File: src/sv/sgt_pkg.sv
// Shared types, widths and codes of the squelch gate timing block.
`default_nettype none

package sgt_pkg;

    // Sample time and advance count widths
    localparam int TIME_BITS  = 24;
    localparam int COUNT_BITS = 16;
    localparam int CFG_BITS   = TIME_BITS + 1;
    localparam int CFG_IDX_BITS = 3;

    // Item kinds
    localparam logic CMD_ADVANCE = 1'b0;
    localparam logic CMD_DETECT  = 1'b1;

    // Report causes
    localparam logic CAUSE_DETECT  = 1'b0;
    localparam logic CAUSE_TIMEOUT = 1'b1;

    // Configuration register indexes
    typedef enum logic [CFG_IDX_BITS-1:0] {
        CFG_OPEN_DELAY   = 3'd0,
        CFG_START_DELAY  = 3'd1,
        CFG_OPEN_TIMEOUT = 3'd2,
        CFG_HANG         = 3'd3,
        CFG_EXT_HANG     = 3'd4,
        CFG_USE_EXT_HANG = 3'd5
    } t_sgt_cfg_idx;

    // Configuration as seen by the timing logic
    typedef struct packed {
        logic [TIME_BITS-1:0] open_delay;
        logic [CFG_BITS-1:0]  open_timeout;
        logic [TIME_BITS-1:0] hang;
        logic [TIME_BITS-1:0] ext_hang;
        logic                 use_ext_hang;
    } t_sgt_cfg;

    // Start delay reload from a configuration write
    typedef struct packed {
        logic                 load;
        logic [TIME_BITS-1:0] value;
    } t_sgt_start_ld;

    // Gate timing state; the timeout timer is off when to_on is low
    typedef struct packed {
        logic                 open;
        logic                 det;
        logic [TIME_BITS-1:0] delay_left;
        logic [TIME_BITS-1:0] hang_left;
        logic                 to_on;
        logic [TIME_BITS-1:0] to_left;
        logic [TIME_BITS-1:0] start_left;
    } t_sgt_state;

    // Report issued by one item
    typedef struct packed {
        logic valid;
        logic open;
        logic cause;
    } t_sgt_rep;

    // Working copy of state and report while an item is evaluated
    typedef struct packed {
        t_sgt_state st;
        t_sgt_rep   rep;
    } t_sgt_work;

endpackage

`default_nettype wire

File: src/sv/sgt_cfg_regs.sv
// Configuration register file of the squelch gate timing block.
`default_nettype none

module sgt_cfg_regs
    import sgt_pkg::*;
(
    input  wire logic                    i_clk,
    input  wire logic                    i_rst_n,
    input  wire logic                    i_wr,
    input  wire logic [CFG_IDX_BITS-1:0] i_index,
    input  wire logic [CFG_BITS-1:0]     i_data,
    output t_sgt_cfg                     o_cfg,
    output t_sgt_start_ld                o_start_ld
);

    t_sgt_cfg r_cfg;

    // Write the addressed register; unknown indexes are dropped
    always_ff @(posedge i_clk) begin
        if (!i_rst_n) begin
            r_cfg.open_delay   <= '0;
            r_cfg.open_timeout <= '1;
            r_cfg.hang         <= '0;
            r_cfg.ext_hang     <= '0;
            r_cfg.use_ext_hang <= 1'b0;
        end else if (i_wr) begin
            case (t_sgt_cfg_idx'(i_index))
                CFG_OPEN_DELAY:   r_cfg.open_delay   <= i_data[TIME_BITS-1:0];
                CFG_OPEN_TIMEOUT: r_cfg.open_timeout <= i_data;
                CFG_HANG:         r_cfg.hang         <= i_data[TIME_BITS-1:0];
                CFG_EXT_HANG:     r_cfg.ext_hang     <= i_data[TIME_BITS-1:0];
                CFG_USE_EXT_HANG: r_cfg.use_ext_hang <= i_data[0];
                default: ;
            endcase
        end
    end

    // Start delay is not kept: a write reloads the running start counter
    assign o_start_ld.load  = i_wr && (t_sgt_cfg_idx'(i_index) == CFG_START_DELAY);
    assign o_start_ld.value = i_data[TIME_BITS-1:0];
    assign o_cfg = r_cfg;

endmodule

`default_nettype wire

File: src/sv/sgt_step.sv
// Next-state and report logic for one item of the squelch gate timing block.
`default_nettype none

module sgt_step
    import sgt_pkg::*;
(
    input  wire t_sgt_state              i_state,
    input  wire t_sgt_cfg                i_cfg,
    input  wire logic                    i_command,
    input  wire logic [COUNT_BITS-1:0]   i_sample_count,
    input  wire logic                    i_detected,
    output t_sgt_state                   o_state,
    output t_sgt_rep                     o_rep
);

    // Change the gate, reload an enabled timeout on opening, and report unless timed out at once
    function automatic t_sgt_work set_gate(t_sgt_work w_in, logic o, t_sgt_cfg cfg);
        t_sgt_work w;
        w = w_in;
        if (o != w.st.open) begin
            w.st.open = o;
            if (o && !cfg.open_timeout[CFG_BITS-1]) begin
                w.st.to_on   = 1'b1;
                w.st.to_left = cfg.open_timeout[TIME_BITS-1:0];
            end else begin
                w.st.to_on = 1'b0;
            end
            if (!(w.st.to_on && (w.st.to_left == '0))) begin
                w.rep.valid = 1'b1;
                w.rep.open  = o;
                w.rep.cause = CAUSE_DETECT;
            end
        end
        return w;
    endfunction

    // Record a detector level and start the open delay or hangtime
    function automatic t_sgt_work apply_level(t_sgt_work w_in, logic det, t_sgt_cfg cfg);
        t_sgt_work            w;
        logic [TIME_BITS-1:0] hsel;
        w = w_in;
        hsel = cfg.use_ext_hang ? cfg.ext_hang : cfg.hang;
        w.st.det = det;
        if (w.st.start_left == '0) begin
            if (det) begin
                w.st.hang_left = '0;
                if (!w.st.open && (w.st.delay_left == '0)) begin
                    if (cfg.open_delay == '0) begin
                        w = set_gate(w, 1'b1, cfg);
                    end else begin
                        w.st.delay_left = cfg.open_delay;
                    end
                end
            end else begin
                w.st.delay_left = '0;
                if (w.st.open && (w.st.hang_left == '0)) begin
                    if (hsel == '0) begin
                        w = set_gate(w, 1'b0, cfg);
                    end else begin
                        w.st.hang_left = hsel;
                    end
                end
            end
        end
        return w;
    endfunction

    t_sgt_work            w;
    logic [TIME_BITS-1:0] cnt;
    logic                 held;

    // Evaluate one item against the current state
    always_comb begin
        w.st  = i_state;
        w.rep = '0;
        cnt   = TIME_BITS'(i_sample_count);
        held  = 1'b0;
        if (i_command == CMD_DETECT) begin
            w = apply_level(w, i_detected, i_cfg);
        end else begin
            // Run down the open timeout
            if (w.st.to_on && (w.st.to_left != '0)) begin
                if (w.st.to_left <= cnt) begin
                    w.st.to_left = '0;
                    w.rep.valid  = 1'b1;
                    w.rep.open   = 1'b0;
                    w.rep.cause  = CAUSE_TIMEOUT;
                end else begin
                    w.st.to_left = w.st.to_left - cnt;
                end
            end
            // Swallow samples in the start delay, apply the level when it ends
            if (w.st.start_left != '0) begin
                if (cnt < w.st.start_left) begin
                    w.st.start_left = w.st.start_left - cnt;
                    cnt  = '0;
                    held = 1'b1;
                end else begin
                    cnt = cnt - w.st.start_left;
                    w.st.start_left = '0;
                    w = apply_level(w, w.st.det, i_cfg);
                end
            end
            if (!held) begin
                // Open delay
                if (w.st.delay_left != '0) begin
                    if (w.st.delay_left <= cnt) begin
                        w.st.delay_left = '0;
                        w = set_gate(w, 1'b1, i_cfg);
                    end else begin
                        w.st.delay_left = w.st.delay_left - cnt;
                    end
                end
                // Hangtime
                if (w.st.hang_left != '0) begin
                    if (w.st.hang_left <= cnt) begin
                        w.st.hang_left = '0;
                        w = set_gate(w, 1'b0, i_cfg);
                    end else begin
                        w.st.hang_left = w.st.hang_left - cnt;
                    end
                end
            end
        end
    end

    assign o_state = w.st;
    assign o_rep   = w.rep;

endmodule

`default_nettype wire

File: src/sv/squelch_gate_timing.sv
// Top level of the squelch gate timing block.
// Input channel (i_valid/o_ready) carries one item: i_command selects an
// advance of i_sample_count samples or a new detector level i_detected.
// Output channel (o_valid/i_ready) returns exactly one result per item: the
// gate state after the item and an optional open or close report with cause.
// Configuration channel (i_cfg_valid/o_cfg_ready) writes register
// i_cfg_index with i_cfg_data; it is always ready. Write only while idle.
// Path: an accepted item waits in the input register, then passes through the
// timing logic into the result register once that register is free or
// draining.
// Throughput: one item per cycle while i_ready keeps results moving; the timing
// state updates in one pass of the logic between the input and result registers.
// Reset: gate closed, all timers idle, timeout off, registers at their
// defaults (open timeout disabled). A start delay write restarts the start
// counter.
// Stall: while a result waits on i_ready the input register still takes an
// item if it is empty; it holds once full until the result moves on.
`default_nettype none

module squelch_gate_timing
    import sgt_pkg::*;
(
    input  wire logic                    i_clk,
    input  wire logic                    i_rst_n,
    // item in
    input  wire logic                    i_valid,
    output logic                         o_ready,
    input  wire logic                    i_command,
    input  wire logic [COUNT_BITS-1:0]   i_sample_count,
    input  wire logic                    i_detected,
    // result out
    output logic                         o_valid,
    input  wire logic                    i_ready,
    output logic                         o_gate_open,
    output logic                         o_report_valid,
    output logic                         o_report_open,
    output logic                         o_report_cause,
    // configuration
    input  wire logic                    i_cfg_valid,
    output logic                         o_cfg_ready,
    input  wire logic [CFG_IDX_BITS-1:0] i_cfg_index,
    input  wire logic [CFG_BITS-1:0]     i_cfg_data
);

    logic                  r_in_v;
    logic                  r_in_cmd;
    logic [COUNT_BITS-1:0] r_in_cnt;
    logic                  r_in_det;

    logic                  r_out_v;
    logic                  r_out_open;
    t_sgt_rep              r_out_rep;

    t_sgt_state            r_state;
    t_sgt_state            n_state;
    t_sgt_rep              n_rep;
    t_sgt_cfg              cfg;
    t_sgt_start_ld         start_ld;
    logic                  adv;

    assign o_cfg_ready = 1'b1;

    sgt_cfg_regs u_cfg (
        .i_clk      (i_clk),
        .i_rst_n    (i_rst_n),
        .i_wr       (i_cfg_valid),
        .i_index    (i_cfg_index),
        .i_data     (i_cfg_data),
        .o_cfg      (cfg),
        .o_start_ld (start_ld)
    );

    sgt_step u_step (
        .i_state        (r_state),
        .i_cfg          (cfg),
        .i_command      (r_in_cmd),
        .i_sample_count (r_in_cnt),
        .i_detected     (r_in_det),
        .o_state        (n_state),
        .o_rep          (n_rep)
    );

    // Move the held item on when the result register is free or draining
    assign adv     = r_in_v && (!r_out_v || i_ready);
    assign o_ready = !r_in_v || adv;

    // Input register
    always_ff @(posedge i_clk) begin
        if (!i_rst_n) begin
            r_in_v <= 1'b0;
        end else if (o_ready) begin
            r_in_v <= i_valid;
        end
        if (o_ready && i_valid) begin
            r_in_cmd <= i_command;
            r_in_cnt <= i_sample_count;
            r_in_det <= i_detected;
        end
    end

    // Timing state; a start delay write reloads the start counter
    always_ff @(posedge i_clk) begin
        if (!i_rst_n) begin
            r_state <= '0;
        end else if (adv) begin
            r_state <= n_state;
        end else if (start_ld.load) begin
            r_state.start_left <= start_ld.value;
        end
    end

    // Result register
    always_ff @(posedge i_clk) begin
        if (!i_rst_n) begin
            r_out_v <= 1'b0;
        end else if (adv) begin
            r_out_v <= 1'b1;
        end else if (i_ready) begin
            r_out_v <= 1'b0;
        end
        if (adv) begin
            r_out_open <= n_state.open;
            r_out_rep  <= n_rep;
        end
    end

    assign o_valid        = r_out_v;
    assign o_gate_open    = r_out_open;
    assign o_report_valid = r_out_rep.valid;
    assign o_report_open  = r_out_rep.open;
    assign o_report_cause = r_out_rep.cause;

endmodule

`default_nettype wire

File: config.mk
export PLATFORM = sky130hd
export DESIGN_NAME = squelch_gate_timing
export DESIGN_NICKNAME = d
export VERILOG_FILES = /design/src/sv/sgt_pkg.sv /design/src/sv/sgt_cfg_regs.sv /design/src/sv/sgt_step.sv /design/src/sv/squelch_gate_timing.sv
export SDC_FILE = /design/constraint.sdc
export NUM_CORES = 1
export LEC_CHECK = 0
export BUFFER_PORTS_ARGS = -buffer_cell sky130_fd_sc_hd__clkbuf_2
export CAP_MARGIN = 10
export CORE_ASPECT_RATIO = 0.7
export CORE_MARGIN = 2
export CORE_UTILIZATION = 30
export CTS_CLUSTER_DIAMETER = 40
export DETAILED_ROUTE_END_ITERATION = 16
export PLACE_DENSITY = 0.52
export SYNTH_ARGS = -nofsm -noshare
export SYNTH_HDL_FRONTEND = slang
export SYNTH_HIERARCHICAL = 1
export SYNTH_SLANG_ARGS = --single-unit
File: constraint.sdc
create_clock -name i_clk -period 5.9 [get_ports i_clk]
set_input_delay 0.885 -clock i_clk [delete_from_list [all_inputs] [get_ports i_clk]]
set_output_delay 0.885 -clock i_clk [all_outputs]
set_load 0.005 [all_outputs]
After elaboration in Yosys (flattened, before gate mapping)
Cells that the tools add are included.
Widths: inputs -> output; s select.
{ "op_classes": {"mul": 0, "n_mux": 118, "eq_ne": 17, "addsub": 5, "bitwise_logic": 0, "n_reduce_logical": 45, "n_shift": 0, "order_cmp": 4, "div": 0} }
{ "ops": {"columns": ["operator", "count"], "rows": [
  ["$mux 102", 15],
  ["$mux 24", 35],
  ["$mux 52", 6],
  ["$logic_not 24->1", 11],
  ["$reduce_bool 24->1", 4],
  ["$mux 25", 3],
  ["$mux 75", 1],
  ["$mux 26", 2],
  ["$le 24x24->1", 2],
  ["$sub 24x16->24", 2],
  ["$sub 24x24->24", 2],
  ["$mux 3", 15],
  ["$mux 1", 39],
  ["$le 24x16->1", 1],
  ["$lt 16x24->1", 1],
  ["$sub 16x24->24", 1],
  ["$logic_and 1x1->1", 12],
  ["$reduce_and 2->1", 6],
  ["$ne 3x1->1 const B", 3],
  ["$ne 2x1->1 const B", 4],
  ["$reduce_and 8->1", 1],
  ["$eq 3x2->1 const B", 2],
  ["$eq 3x3->1 const B", 2],
  ["$ne 3x2->1 const B", 2],
  ["10 further kinds", 17]
]} }
{ "totals": {"latchBits": 0, "out_inout_bits": 7, "word_cells": 210, "memories": 0, "rom_bits": 0, "ff_bits": 221, "input_bits": 51, "mem_bits_rw": 0} }

Depth between registers and ports, before layout
Gate-level depths: netlist of the first run.
{ "logic_depth": {"depth_word": 49, "mapped_depth": 30, "ltp_nobuf": 28} }

By module
The synthesis of the first run kept the hierarchy.
{ "by_module_without_submodules": {"columns": ["module", "seq_area_each_um2", "area_per_inst_um2", "n_inst", "cells_each"], "rows": [
  ["sgt_step", 0.0, 9506.6, 1, 1475],
  ["squelch_gate_timing", 2682.6, 4932.2, 1, 492],
  ["sgt_cfg_regs", 1961.9, 4072.7, 1, 401]
]} }

Least setup slack after synthesis of the first run
No wires, ideal clock.
{ "synth_timing": {"kind": "flip-flop to flip-flop", "startpoint": "register r_in_cnt[0]", "endpoint": "register r_out_rep, in the netlist o_report_cause (data pin)", "period_less_slack_ps": 5747, "path_stages_with_launch": 29, "t_arrival_ps": 5492, "setup_slack_ps": 153, "path_buffers": 2, "required_time_ps": 5645, "setup_time_ps": 255, "cell_sequence": "edfxtp_1 inv_1 ha_1 inv_1 fa_1 a211oi_1 o21ai_1 o311a_1 a21oi_1 a21oi_1 and2_1 clkbuf_1 clkbuf_1 a21oi_1 nor2_1 inv_1 ha_1 inv_1 fa_1 a21oi_1 o21a_1 o21ai_0 and2_1 a21oi_1 nor2b_1 o21a_1 a2111oi_0 a211oi_2 and2_1"} }
{ "synth_rtl": {"columns": ["item", "line", "text"], "rows": [
  ["start, declared", "squelch_gate_timing.sv:47", "logic [COUNT_BITS-1:0] r_in_cnt;"],
  ["start signal, assigned", "squelch_gate_timing.sv:96", "r_in_cnt <= i_sample_count;"],
  ["end signal, assigned", "squelch_gate_timing.sv:123", "r_out_rep <= n_rep;"],
  ["end, declared", "squelch_gate_timing.sv:52", "t_sgt_rep r_out_rep;"]
]} }

==> results of run 1 <==
-- report_power, final --
group          switching [mW]  internal [mW]
Combinational            1.06          0.735
Sequential             0.0549           1.56
Clock                   0.910           1.40
Total                    2.02           3.70
-- placed cells by master (no fill, tap or decap), types with 20 or more instances in the layout --
master and n:
edfxtp_1 22, xnor2_1 50, a21o_1 31, o22ai_1 36, nor2_1 151, nand2b_1 36
a211oi_1 20, nor2b_1 67, xor2_1 38, mux2_2 32, nor4_1 42, a22oi_1 22
nand3_1 27, buf_4 200, nand2_1 355, clkbuf_16 39, nor3_1 44, ha_1 90
clkbuf_2 55, o21ai_0 81, mux2i_1 224, inv_1 61, a21oi_1 202, o31ai_1 31
dfxtp_1 199, a31oi_1 27
-- worst paths after layout --
| path | start | cells past startpoint | slack, ns | to |
|---|---|---|---|---|
| min reg2reg | u_cfg/o_cfg[22] | 2 | 0.48 | u_cfg/o_cfg[22] |
| min | u_cfg/o_cfg[22] | 2 | 0.48 | u_cfg/o_cfg[22] |
| max reg2reg | r_in_cnt[0] | 29 | 0.14 | r_state[35] |
| max | r_in_cnt[0] | 29 | 0.14 | r_state[35] |
-- layout make-up --
type,instances,area [um^2]
Antenna cell,1,2.50
Clock buffer,46,1050
Inverter,65,246
Clock inverter,24,269
Multi-Input combinational cell,1924,13000
Sequential cell,221,4640
Timing Repair Buffer,269,1950
Tap cell,819,1020
Fill cell,6383,39000
-- repair_timing --
item | CTS | global route
resized for setup | 2 | 77
buffers inserted | 0 | 17
pin swaps | 0 | 32
setup endpoints to repair | 14 | 78
cloned | 0 | 2
-- Yosys cell counts, types with 11 or more instances --
library cell | instances | area share, %
and2_1 | 18 | 0.61
ha_1 | 96 | 6.5
or3_1 | 15 | 0.51
a211oi_1 | 24 | 0.97
o211ai_1 | 13 | 0.53
buf_2 | 17 | 0.46
nand2_1 | 357 | 7.2
a221o_1 | 11 | 0.59
a22oi_1 | 23 | 0.93
nand3_1 | 28 | 0.76
nand2b_1 | 36 | 1.2
o22ai_1 | 36 | 1.2
inv_1 | 62 | 1.3
o21a_1 | 15 | 0.61
a21o_1 | 31 | 1.3
o21bai_1 | 11 | 0.45
a31oi_1 | 27 | 0.91
nor2b_1 | 68 | 2.3
mux2i_1 | 224 | 12
nor2_1 | 162 | 3.3
dfxtp_1 | 199 | 22
o21ai_0 | 92 | 2.5
mux2_2 | 32 | 1.9
a21oi_1 | 210 | 5.7
nor4_1 | 44 | 1.5
xor2_1 | 38 | 1.8
xnor2_1 | 50 | 2.4
buf_4 | 33 | 1.3
or2_2 | 14 | 0.47
nand4_1 | 18 | 0.61
clkbuf_1 | 92 | 1.9
o31ai_1 | 32 | 1.3
edfxtp_1 | 22 | 3.6
nor3_1 | 46 | 1.2
-- worst reg2reg max path, delay by kind of cell, from the launching register on --
kind | cells | cell delay, ns
AOI/OAI and AO/OA | 14 | 2.89
adders and majority gates | 3 | 0.88
buffers and inverters | 7 | 0.87
and+or+nand+nor | 4 | 0.50
DFF | 1 | 0.38
muxes | 1 | 0.09
-- flip-flops by register name, indices dropped and copies added, names as in the netlist --
name,flops
o_valid,1
o_report_cause,1
r_state,99
o_gate_open,1
o_report_open,1
r_in_v,1
u_cfg/o_cfg,98
r_in_cmd,1
r_in_cnt,16
o_report_valid,1
r_in_det,1
-- kinds of logic (layout without fill, tap and decap cells) --
| logic type | after synthesis | count (layout) |
|---|---|---|
| AO/OA/AOI/OAI | 614 | 614 |
| multiplexers | 256 | 256 |
| buffers and inverters | 230 | 404 |
| flip-flops | 221 | 221 |
| other | 2 | 10 |
| XOR/XNOR | 88 | 88 |
| AND/OR/NAND/NOR | 856 | 856 |
| adder cells (fa/ha/maj) | 101 | 101 |
-- metrics by stage --
step	setup WS, ns	utilization, %
2_1_floorplan	0.153	-
3_3_place_gp	-0.00346	33.4
3_5_place_dp	-0.0128	33.4
4_1_cts	0.0270	35.6
5_1_grt	-0.0929	36.3
6_report	0.138	36.3
-- routing by layer --
layer / wire length (um) / vias to the layer above / track usage, %
li1: - / 8839 / -
met1: 37600 / 9077 / 36.2
met2: 27200 / 921 / 29.0
met3: 9450 / 102 / 7.82
met4: 1490 / 2 / 5.06
met5: 13 / - / 0
==> summary.md, run 1 <==
| Metric | Value |
|---|---|
| Synth warn | `6` |
| Buf+Inv Stages, Crit Path | `7` |
| Leakage | `8.89 nW` |
| Area of the core | `61200 um^2` |
| Critical path class | `flip-flop to flip-flop` |
| Maximum clock path buffer count | `3` |
| Fraction of layout cells with a size suffix above 1 | `18.1%` |
| Most frequent CP cell | `buf_6` |
| Via total after detailed routing | `18941` |
| Worst Skew | `0.0140 ns` |
| Die width | `301 um` |
| Post-CTS Hold Buffers | `0` |
| Cell total after placement | `3279` |
| Rows | `76` |
| PortBufs | `56` |
| Drt initial violations | `2463` |
| Post-Synth Simple-Gate Area | `22.0%` |
| Maximum VDD drop | `206 uV` |
| Max cap viols | `0` |
| Status | `complete, no violations` |
| Period minus WS final | `5.76 ns` |
| Mux cell area share after synthesis | `14.1%` |
| Cells after Synth | `2368` |
| Slew Viols, Final | `0` |
| Post-route cell area | `22200 um^2` |
| Final setup vio count | `0` |
| Worst path arrival time | `6.15 ns` |
| Crit-path max FO | `6` |
| Post-Syn Area | `18500 um^2` |
| CP endpoint kind | `flip-flop` |
| Worst slew margin | `13.4%` |
| Post-synth ARST share | `0%` |
| RSZ-0062 raised after global routing | `true` |
| Delay-heaviest family, CP | `compound AO/OA/AOI/OAI gates` |
| CP Launch Type | `flip-flop` |
| Synth Area in Compound Gates | `21.4%` |
| Global-route wire length before repair | `111 mm` |
| Power Dens Cells | `257 nW/um^2` |
| Post-synth EDFFs | `22` |
| Worst hold margin | `0.482 ns` |
| Synth cell types | `96` |
| Synth Register Bits | `221` |
| Worst min-delay path class | `flip-flop to flip-flop` |
| Initial Util | `30.2%` |
| Fin Setup TNS | `0 ns` |
| Routability congestion estimate | `0.976` |
| Dpl hpwl | `58.5 mm` |
| Drt pass-1 iters | `5` |
| DR DRC count | `0` |
| CP max stage delay | `0.45 ns` |
| Fin nets | `2671` |
| Post-DP Area | `20500 um^2` |
| Fin cells | `3369` |
| Post-Synth XOR/XNOR Area | `4.16%` |
| Initial antenna violation count | `3` |
| Clk_lat worst skew | `0.55 ns` |
| Avg WL per Cell | `22.5 um` |
| Slowest CP cell | `o32a_1` |
| Total detailed-routing wirelength | `75.7 mm` |
| Vias in the first global route | `17276` |
| CTS buffer count | `38` |
| Die Ht | `212 um` |
| Boundary Pins | `58` |
| Largest net degree at the start of global routing | `202` |
| ANT nets after route | `0` |
| Fmax | `0.174 GHz` |
| CTS tree | `done` |
| Fin. Hold Viols | `0` |
| Post-route clock period utilization | `97.7%` |
| Layout area overhead | `20.0%` |
| GRT Resource Usage Total | `23.0%` |
| Crit path required time | `6.29 ns` |
| Least-Margin Pin Slew | `1.30 ns` |
| Adder-cell area share of the yosys netlist | `7.03%` |
| Via density | `5.62` |
| Syn Area/Cell | `7.82 um^2` |
| GRT overflow | `0` |
| CTS Root Buffer Type | `clkbuf_16` |
| Sink Count | `221` |
| Largest family of logic cells by synthesized area | `simple AND/OR/NAND/NOR gates` |
| Reg clk slew, reported paths | `0.06 ns` |
| Seq/Total Area, Yosys | `25.1%` |
| Die footprint | `63700 um^2` |
| Dominant synthesized flop cell | `dfxtp_1` |
| Htree depth | `2` |
| Overall power | `5.72 mW` |
Note: power is estimated with default switching activity, not from simulation.
==> run 2: changes to the inputs <==
- CORE_ASPECT_RATIO: 0.7 -> 1.2
- CORE_UTILIZATION: 30 -> 58
- PLACE_DENSITY: 0.52 -> 0.84
==> run 2 against run 1 <==
Compared with the run above:
- sequential share of layout area grew 0.88 points
- maximum frequency increased by 0.72%
- non-clock buffer count shrank 23
- largest power group unchanged
==> summary.md, run 2 (same netlist as run 1, synthesis figures left out) <==
| Metric | Value |
|---|---|
| Global-route wire length before repair | `102 mm (-8.1%)` |
| Drt initial violations | `2113 (-14%)` |
| Pint | `3.67 mW (-0.87%)` |
| Maximum clock path buffer count | `3 (unchanged)` |
| Die footprint | `33400 um^2 (-48%)` |
| Routability congestion estimate | `0.993 (+1.8%)` |
| Leakage | `8.74 nW (-1.7%)` |
| Gate power share | `30.1% (-1.2 points)` |
| Reg power frac | `29.0% (+0.7 points)` |
| Switching Share | `34.2% (-1.2 points)` |
| Antenna Cells | `0 (-1)` |
| Hold_sp | `u_cfg/o_cfg[39]` |
| Final setup vio count | `0 (unchanged)` |
| Initial antenna violation count | `0 (-3)` |
| Crit path required time | `6.29 ns (about the same)` |
| CP Launch Type | `flip-flop` |
| Number of flip-flops in the largest register | `99 (unchanged)` |
| DR DRC count | `0 (unchanged)` |
| CP endpoint kind | `flip-flop` |
| Power Dens Cells | `261 nW/um^2 (+1.5%)` |
| Reg clk slew, reported paths | `0.06 ns (about the same)` |
| Worst Skew | `0.0208 ns (+0.00677 ns)` |
| Switch Pwr | `1.90 mW (-5.8%)` |
| Clk pwr share | `41.0% (+0.6 points)` |
| Htree depth | `2 (unchanged)` |
| Crit-path max FO | `8 (+2)` |
| Dpl hpwl | `49.7 mm (-15%)` |
| Total detailed-routing wirelength | `66.2 mm (-13%)` |
| Cell total after placement | `2842 (-13%)` |
| Max cap viols | `0 (unchanged)` |
| Fin nets | `2648 (-0.86%)` |
| Post-CTS Hold Buffers | `0 (unchanged)` |
| Largest Register | `r_state` |
| Rows | `71 (-6.6%)` |
| Worst path arrival time | `6.11 ns (-0.04 ns)` |
| Layout area overhead | `15.1%` |
| Period minus WS final | `5.72 ns (-0.0414 ns)` |
| Status | `complete, no violations` |
| Area of the core | `31400 um^2 (-49%)` |
| ANT nets after route | `0 (unchanged)` |
| Fin cells | `2926 (-13%)` |
| Least-Margin Pin Slew | `1.21 ns (-0.0898 ns)` |
| Crit. Startpoint | `r_in_cnt[9]` |
| Commonest non-fill, non-tap cells in the layout | `nand2_1, mux2i_1, a21oi_1` |
| Post-route clock period utilization | `97.0% (-0.70 points)` |
| Most common cell after layout, fill and taps aside | `nand2_1` |
| Largest net degree at the start of global routing | `171 (-15%)` |
| Avg WL per Cell | `22.6 um (+0.70%)` |
| Reg2Reg Launch Point | `r_in_cnt[9]` |
| Sink Count | `221 (unchanged)` |
| Final Util | `68.0% (+32 points)` |
| Worst min-delay path class | `flip-flop to flip-flop` |
| Clk_lat worst skew | `0.54 ns (about the same)` |
| Die width | `167 um (-44%)` |
| Worst slew margin | `18.8% (+5.4 points)` |
| Via total after detailed routing | `19186 (+1.3%)` |
| Critical path class | `flip-flop to flip-flop` |
| Via density | `6.56 (+17%)` |
| Fmax | `0.175 GHz (+0.72%)` |
| Worst hold margin | `0.480 ns (-0.00150 ns)` |
| Initial Util | `59.0% (+29 points)` |
| Slew Viols, Final | `0 (unchanged)` |
| CTS Root Buffer Type | `clkbuf_16` |
| CTS tree | `done` |
| GRT Resource Usage Total | `38.9% (+16 points)` |
| Maximum VDD drop | `291 uV (+41%)` |
| Die Ht | `200 um (-5.7%)` |
| Drt pass-1 iters | `5 (unchanged)` |
| PortBufs | `56 (unchanged)` |
| # fillers | `2594 (-59%)` |
| Fin. Hold Viols | `0 (unchanged)` |
| Vias in the first global route | `18201 (+5.4%)` |
| Boundary Pins | `58 (unchanged)` |
| CTS buffer count | `38 (unchanged)` |
| Fraction of layout cells with a size suffix above 1 | `16.3% (-1.8 points)` |
| GRT overflow | `0 (unchanged)` |
## run 2: cell types whose count changed in the layout (fill, tap and decap cells not counted), moves of 5 or more
cell	delta
nor2_2	-5
nor2_1	+7
buf_4	-15
ha_1	+5
buf_6	-6
## run 2: final timing paths
check                    end  slack (ns)  cells after the start
max              r_state[34]        0.18                     27
min          u_cfg/o_cfg[39]        0.48                      2
max reg2reg      r_state[34]        0.18                     27
min reg2reg  u_cfg/o_cfg[39]        0.48                      2
## run 2: power groups by stage
| stage | sequential, mW | combinational, mW | clock (mW) |
|---|---|---|---|
| 3_3_place_gp | 1.64 | 1.55 | 0 |
| 2_1_floorplan | 1.63 | 1.03 | 0 |
| 6_report | 1.61 | 1.67 | 2.28 |
| 4_1_cts | 1.61 | 1.59 | 2.29 |
| 3_5_place_dp | 1.64 | 1.57 | 0 |
| 5_1_grt | 1.62 | 1.78 | 2.35 |
## run 2: routing by layer
metal,track usage [%],wire length (um),vias to the layer above
li1,-,-,8794
met1,50.1,25900,8962
met2,60.7,28500,1123
met3,6.77,6850,307
met4,24.2,4910,0
met5,0,0,-
## run 2: timing repair
action                     4_1_cts  5_1_grt
buffers inserted                 1       13
resized for setup                9       32
pin swaps                        3       11
setup endpoints to repair       38       71
cloned                           0        1
## run 2: final cells by class
type                            count  area, um^2  share of cell area (%)
Multi-Input combinational cell   1924       12900                    60.5
Sequential cell                   221        4640                    21.8
Timing Repair Buffer              246        1740                    8.15
Clock buffer                       45        1030                    4.83
Tap cell                          401         502                    2.35
Clock inverter                     24         262                    1.23
Inverter                           65         246                    1.16
## run 2: critical path, cell delays in order (launching register included)
cell	delay, ns
edfxtp_1	0.40
inv_1	0.19
ha_1	0.42
and2_1	0.22
o311a_4	0.26
a21o_1	0.21
o21ai_2	0.10
buf_2	0.19
o31ai_1	0.22
buf_4	0.19
ha_1	0.17
inv_1	0.06
fa_1	0.45
a211oi_2	0.27
o21ai_1	0.12
o211ai_1	0.12
nand3_1	0.13
a21oi_2	0.22
a41oi_2	0.21
buf_4	0.21
o32ai_4	0.32
buf_6	0.16
nand3_1	0.10
buf_4	0.20
o22ai_1	0.15
a21oi_1	0.06
nand2_1	0.10
mux2i_1	0.09
## run 2: metrics by stage
stage                     worst slack [ns]  TNS, ns  cell area [um^2]  power (mW)
after floorplan                      0.153        0             18500        2.66
after global placement             -0.0656   -0.406             19800        3.19
after detailed placement            -0.216    -3.66             19800        3.21
after CTS                           0.0129        0             21100        5.49
after global routing               -0.0552   -0.497             21300        5.75
final                                0.179        0             21300        5.57
